File: src/hw/rtl/hpm_pkg.sv
// Shared types and constants of the homography forward pixel mapper.
// No dependencies.
package hpm_pkg;

	localparam int COEF_W = 32;
	localparam int CRD_W  = 11;
	localparam int CLR_W  = 8;
	localparam int MUL_W  = 44;	// 32 x 12 signed product
	localparam int SUM_W  = 46;	// two products plus an offset
	localparam int NUM_W  = SUM_W + 10;	// numerator magnitude scaled by 2^10
	localparam int DEN_W  = SUM_W;

	localparam int DEF_DST_WIDTH  = 512;
	localparam int DEF_DST_HEIGHT = 512;
	localparam int DEF_SRC_SPAN   = 2048;

	localparam logic signed [SUM_W-1:0] ONE_Q30 = 46'sd1073741824;

	typedef enum logic [2:0] {
		REG_XX = 3'd0,
		REG_XY = 3'd1,
		REG_XC = 3'd2,
		REG_YX = 3'd3,
		REG_YY = 3'd4,
		REG_YC = 3'd5,
		REG_PX = 3'd6,
		REG_PY = 3'd7
	} reg_idx_t;

	typedef struct packed {
		logic signed [COEF_W-1:0] xx;
		logic signed [COEF_W-1:0] xy;
		logic signed [COEF_W-1:0] xc;
		logic signed [COEF_W-1:0] yx;
		logic signed [COEF_W-1:0] yy;
		logic signed [COEF_W-1:0] yc;
		logic signed [COEF_W-1:0] px;
		logic signed [COEF_W-1:0] py;
	} coef_t;

	// Magnitudes and signs handed from the MAC stages to the dividers.
	typedef struct packed {
		logic               vld;
		logic [NUM_W-1:0]   num_x;
		logic [NUM_W-1:0]   num_y;
		logic [DEN_W-1:0]   den;
		logic               sgn_x;
		logic               sgn_y;
		logic               den_zero;
		logic               src_ok;
		logic [3*CLR_W-1:0] color;
	} mac_res_t;

endpackage

File: src/hw/rtl/hpm_div.sv
// Pipelined restoring divider, one quotient bit per stage, with overflow flag.
// Depends on hpm_pkg.
module hpm_div
	import hpm_pkg::*;
#(
	parameter int QB = 9,
	parameter int TW = 1
) (
	input  logic             clk,
	input  logic             arst_n,
	input  logic             en,
	input  logic             in_vld,
	input  logic [NUM_W-1:0] num,
	input  logic [DEN_W-1:0] den,
	input  logic [TW-1:0]    tag,
	output logic             out_vld,
	output logic [QB-1:0]    quo,
	output logic             ovf,
	output logic [TW-1:0]    tag_out
);

	localparam int CW = NUM_W + QB;

	logic [QB:0]          vld_s;
	logic [CW-1:0]        rem_s [QB+1];
	logic [DEN_W-1:0]     dv_s  [QB+1];
	logic [QB-1:0]        q_s   [QB+1];
	logic                 ovf_s [QB+1];
	logic [TW-1:0]        tag_s [QB+1];

	always_ff @(posedge clk or negedge arst_n) begin
		if (!arst_n) begin
			vld_s <= '0;
		end else if (en) begin
			vld_s <= {vld_s[QB-1:0], in_vld};
		end
	end

	// entry stage: quotient >= 2^QB is flagged and not resolved further
	always_ff @(posedge clk) begin
		if (en) begin
			rem_s[0] <= CW'(num);
			dv_s[0]  <= den;
			q_s[0]   <= '0;
			ovf_s[0] <= CW'(num) >= (CW'(den) << QB);
			tag_s[0] <= tag;
		end
	end

	for (genvar j = 1; j <= QB; j++) begin : g_step
		localparam int K = QB - j;
		logic [CW-1:0] sh;
		logic          ge;

		assign sh = CW'(dv_s[j-1]) << K;
		assign ge = rem_s[j-1] >= sh;

		always_ff @(posedge clk) begin
			if (en) begin
				rem_s[j] <= ge ? rem_s[j-1] - sh : rem_s[j-1];
				dv_s[j]  <= dv_s[j-1];
				q_s[j]   <= q_s[j-1] | (QB'(ge) << K);
				ovf_s[j] <= ovf_s[j-1];
				tag_s[j] <= tag_s[j-1];
			end
		end
	end

	assign out_vld = vld_s[QB];
	assign quo     = q_s[QB];
	assign ovf     = ovf_s[QB];
	assign tag_out = tag_s[QB];

endmodule

File: config.mk
export PLATFORM = sky130hd
export DESIGN_NAME = hpm_div
export DESIGN_NICKNAME = d
export VERILOG_FILES = /design/src/hw/rtl/hpm_pkg.sv /design/src/hw/rtl/hpm_div.sv
export SDC_FILE = /design/constraint.sdc
export NUM_CORES = 2
export LEC_CHECK = 0
export BUFFER_PORTS_ARGS = -buffer_cell sky130_fd_sc_hd__buf_2
export CORE_AREA = 2 2 464 466
export CTS_CLUSTER_DIAMETER = 40
export CTS_CLUSTER_SIZE = 10
export DETAILED_ROUTE_END_ITERATION = 10
export DIE_AREA = 0 0 466 468
export GPL_TIMING_DRIVEN = 0
export SYNTH_ARGS = -nofsm -noshare
export SYNTH_HDL_FRONTEND = slang
export SYNTH_SLANG_ARGS = --single-unit
File: constraint.sdc
create_clock -name clk -period 3.7 [get_ports clk]
set_input_delay 0.185 -clock clk [delete_from_list [all_inputs] [get_ports clk]]
set_output_delay 0.185 -clock clk [all_outputs]
set_load 0.005 [all_outputs]
---- Word level (Yosys, flattened, before mapping) ----
Memories as Yosys holds them, arrays and structs flattened.
Cells that the tools add are included.
storage, ports and cells
  logic and storage cells ................. 45
  register bits after elaboration ......... 10
  RAM bits ................................ 1220
  bits of input ports ..................... 107
  memories kept ........................... 5
memories
  memory  words  bits a word  rd ports  clocked after memory_dff  wr ports  RTL line       source
  rem_s   10     65           9         0                         10        hpm_div.sv:25  logic [CW-1:0] rem_s [QB+1];
  dv_s    10     46           9         0                         10        hpm_div.sv:26  logic [DEN_W-1:0] dv_s [QB+1];
  q_s     10     9            10        0                         10        hpm_div.sv:27  logic [QB-1:0] q_s [QB+1];
  ovf_s   10     1            10        0                         10        hpm_div.sv:28  logic ovf_s [QB+1];
  tag_s   10     1            10        0                         10        hpm_div.sv:29  logic [TW-1:0] tag_s [QB+1];
operators by class
  $lt $le $gt $ge ......................... 10
  $add $sub $neg .......................... 9
  multiplexer cells ....................... 11
  bitwise logic cells ..................... 9
operators with widths
  operator          count
  $mux W65          9
  $ge A65 B46 Y1    1
  $ge A65 B47 Y1    1
  $ge A65 B48 Y1    1
  $ge A65 B49 Y1    1
  $ge A65 B50 Y1    1
  $ge A65 B51 Y1    1
  $ge A65 B52 Y1    1
  $ge A65 B53 Y1    1
  $ge A65 B54 Y1    1
  $sub A65 B46 Y65  1
  $sub A65 B47 Y65  1
  $sub A65 B48 Y65  1
  $sub A65 B49 Y65  1
  $sub A65 B50 Y65  1
  $sub A65 B51 Y65  1
  $sub A65 B52 Y65  1
  $sub A65 B53 Y65  1
  $sub A65 B54 Y65  1
  $ge A56 B55 Y1    1
  $or A9 B1 Y9      1
  $or A9 B2 Y9      1
  $or A9 B3 Y9      1
  $or A9 B4 Y9      1
  other kinds (6)   7

---- Depth between registers and ports, before layout ----
An unclocked memory read counts as a cell.
  depth after elaboration ................. 3
  gate-level depth with buffers ........... 16
  gate-level depth less buffers ........... 15

---- Least setup slack after synthesis ----
No wires, ideal clock.
  path type ............................... register -> register
  from .................................... memory dv_s[1][0] (netlist bit)
  to ...................................... memory rem_s[2][64] (netlist bit) (data pin)
  period minus slack after synthesis ...... 3568 ps
  library setup time ...................... 258 ps
  slack ................................... 132 ps
  arrival ................................. 3311 ps
  stages on the path, launching flop included .. 15
  cell sequence ........................... edfxtp_1 > ha_1 > fa_1 > nand2b_1 > a211oi_2 > o211ai_2 > o211ai_2 > a31oi_1 > or4_1 > nor2b_4 > o21a_1 > buf_6 > nor3_2 > nand2_1 > xnor2_1
RTL lines
  what         RTL line
  from (decl)  hpm_div.sv:26
  to (decl)    hpm_div.sv:25

==> results.yml <==
route:
  vias: 48100
  drc_errors: 0
  dr.pass1.iters: 6
  drt_iter0_drc: 3699
  antenna_left: 0
  via_per_inst: 4.92
  post_drt_wl_per_cell_um: 18.5
  wl_mm: 180
sta:
  setup_slack_ns: -0.327
  relSlewSlack: 0.284
  clock.fmax_ghz: 0.248
  tightest_slew_ns: 1.06
  rsz0062_at_grt: "true"
  fin_crit_ns: 4.03
  fin_crit_sh: 1.09
  hold_viol_final: 0
  finalMaxSlewViolations: 0
  setup_violations: 70
  fin_skew_ns: 0.0586
synth:
  async_flop_share: 0.00939
  yosysUniqueCellTypes: 102
  netlist_area_um2: 63600
  synth_fp_nets: 6749
  seq_area_frac_synth: 0.502
  yosys-top-cells-area: "edfxtp_1 50%, ha_1 9.1%, a21oi_1 4.3%"
  synth_ff_type: "edfxtp_1"
  synth_seq_cells: 1065
  yosysWarnings: 0
  syn_inst: 6174
  synth.most_common_cell: "edfxtp_1"
  synth_edf_count: 1055
  ys_top_cells_by_count: "1055 x edfxtp_1, 603 x nand2_1, 582 x inv_1"
  synth_top_cell_area_share: 0.498
  synth_top_cell_by_area: "edfxtp_1"
  avgSynthCellArea_um2: 10.3
floorplanning:
  dieArea_um2: 218000
  start_util: 0.298
  die_x_um: 466
  rows: 170
  coreArea_um2: 213000
  io-pin-count: 119
  fp.dieH_um: 468
cts:
  cts_tree: "yes"
  htree_num_levels: 4
  cts_root_buffer: "clkbuf_16"
  clock-sinks: 1065
  clk-insertion-delay-late_ns: 0.84
  cts_buffers: 188
  cts_max_path_buffers: 3
  clkTransAtPathRegs_ns: 0.05
critical_path:
  cp.required_ns: 4.27
  cp.arrival_ns: 4.59
  cp-end-kind: "register"
  crit_fanout: 3
  start_kind: "register"
  crit_type: "reg2reg"
global_routing:
  grt_pass1_vias: 48400
  grt_usage: 0.162
  grt_start_max_net_pins: 130
  antenna_found_initial: 0
  grt_overflow: 0
  grt_pass1_wl_mm: 276
power:
  ir_worst_vdd_mv: 0.492
  power_mw: 60.4
  leakage_nw: 31.9
  powerDensity_nw_per_um2: 742
final_layout:
  diodes: 0
  stdcell_area_um2: 81400
  nets: 7370
  final_cells: 9776
  drive_gt1_frac: 0.190
  area_delta_synth_final_pct: 28.1
min_path:
  worstHoldPathType: "in2reg"
place:
  dp_cells: 9139
  portBuffers: 118
  dp_hpwl_mm: 136
  placed_area_um2: 68000
  dpl_worst_slack_ns: -2.23
  gp_congestion: 0.947
run:
  maxCapViolations: 0
status:
  violations: "setup timing"
  outcome: "complete, but fails checks"
-- worst paths after layout --
kind                       cells past startpoint   startpoint  slack (ns)      endpoint
max in group asynchronous                      3       arst_n        3.04      vld_s[9]
hold / removal                                 2      num[47]        0.08  rem_s[0][47]
setup reg to reg                              11  rem_s[6][5]       -0.33  rem_s[7][58]
hold reg to reg                                0    q_s[6][8]        0.40     q_s[7][8]
setup / recovery                              11  rem_s[6][5]       -0.33  rem_s[7][58]
min in group asynchronous                      3       arst_n        0.36      vld_s[8]
-- what timing repair did --
item	CTS	global route
resized for setup	626	326
buffers inserted	113	129
hold buffers	111	0
hold endpoints to repair	216	0
pin swaps	149	160
cloned	12	1
endpoints found under the setup margin	491	455
-- layout make-up --
class / instances / area (um^2)
plain buffers: 151 / 1170
inverters: 585 / 2230
repair buffers: 485 / 4130
well taps: 2838 / 3550
repair inverters: 1 / 16.3
clock buffers: 206 / 4870
flip-flops and latches: 1065 / 31900
clock inverters: 127 / 1570
fillers: 20600 / 132000
multi-input cells: 4318 / 31900
-- routing by layer --
metal / wire length [um] / vias to the layer above / global-route usage
met1: 79300 / 22700 / 0.204
met3: 6350 / 374 / 0.0210
met4: 11200 / 0 / 0.0968
met2: 83600 / 1197 / 0.266
li1: - / 23800 / -
met5: 0 / - / 0
-- through the flow --
step,util,TNS (ns),hold WS (ns)
2_1_floorplan,-,0,-0.111
3_3_place_gp,0.317,-,0.0449
3_5_place_dp,0.319,-589.10,0.0488
4_1_cts,0.371,-6.52,0.000715
5_1_grt,0.382,-20.98,0.0377
6_report,0.382,-9.74,0.0783
-- state kept, by name (all words and copies together) (netlist names) --
name,count
rem_s,576
q_s,45
vld_s,10
dv_s,414
tag_s,10
ovf_s,10
-- placed cells by master, fill, tap and decap left out, types with 45 or more instances in the layout --
cell type	Yosys	layout
edfxtp_1	1055	1055
inv_1	582	573
nand2_1	603	551
a21oi_1	543	500
o21ai_0	503	429
ha_1	460	379
nor2_1	353	334
xnor2_1	256	248
buf_4	8	221
clkbuf_16	0	207
a21o_1	182	182
xor2_1	182	178
nand4_1	147	147
buf_2	21	131
dlygate4sd3_1	0	110
nand3_1	97	89
nor3_1	116	82
clkbuf_1	156	81
o21bai_1	85	81
nor2b_1	65	57
o21a_1	62	57
o21ai_2	0	54
nand2b_1	54	51
ha_4	0	45
-- cells by family (layout without fill, tap and decap cells) --
kind of cell,count (synthesis),after routing,synth area share
and+or+nand+nor,1681,1681,0.127
adders and majority gates,468,468,0.0931
muxes,46,46,0.00811
buffers and inverters,791,1555,0.0482
xor gates and xnor gates,438,438,0.0604
AOI/OAI and AO/OA,1685,1685,0.161
DFF,1065,1065,0.502
-- critical path: stages, from the launching register on --
cell      delay (ns)
edfxtp_1        0.44
ha_4            0.30
or4bb_4         0.54
nor3_4          0.35
nand4_1         0.29
o31ai_4         0.35
a311oi_4        0.10
buf_6           0.16
or3_4           0.37
or4_4           0.54
o41ai_4         0.24
o21ai_1         0.11
-- report_power, final --
| part | switching, mW | internal (mW) |
|---|---|---|
| Clock | 6.21 | 11.1 |
| Combinational | 13.9 | 10.2 |
| Sequential | 2.00 | 17.1 |
| Total | 22.1 | 38.3 |
(Power assumes the default switching activity.)
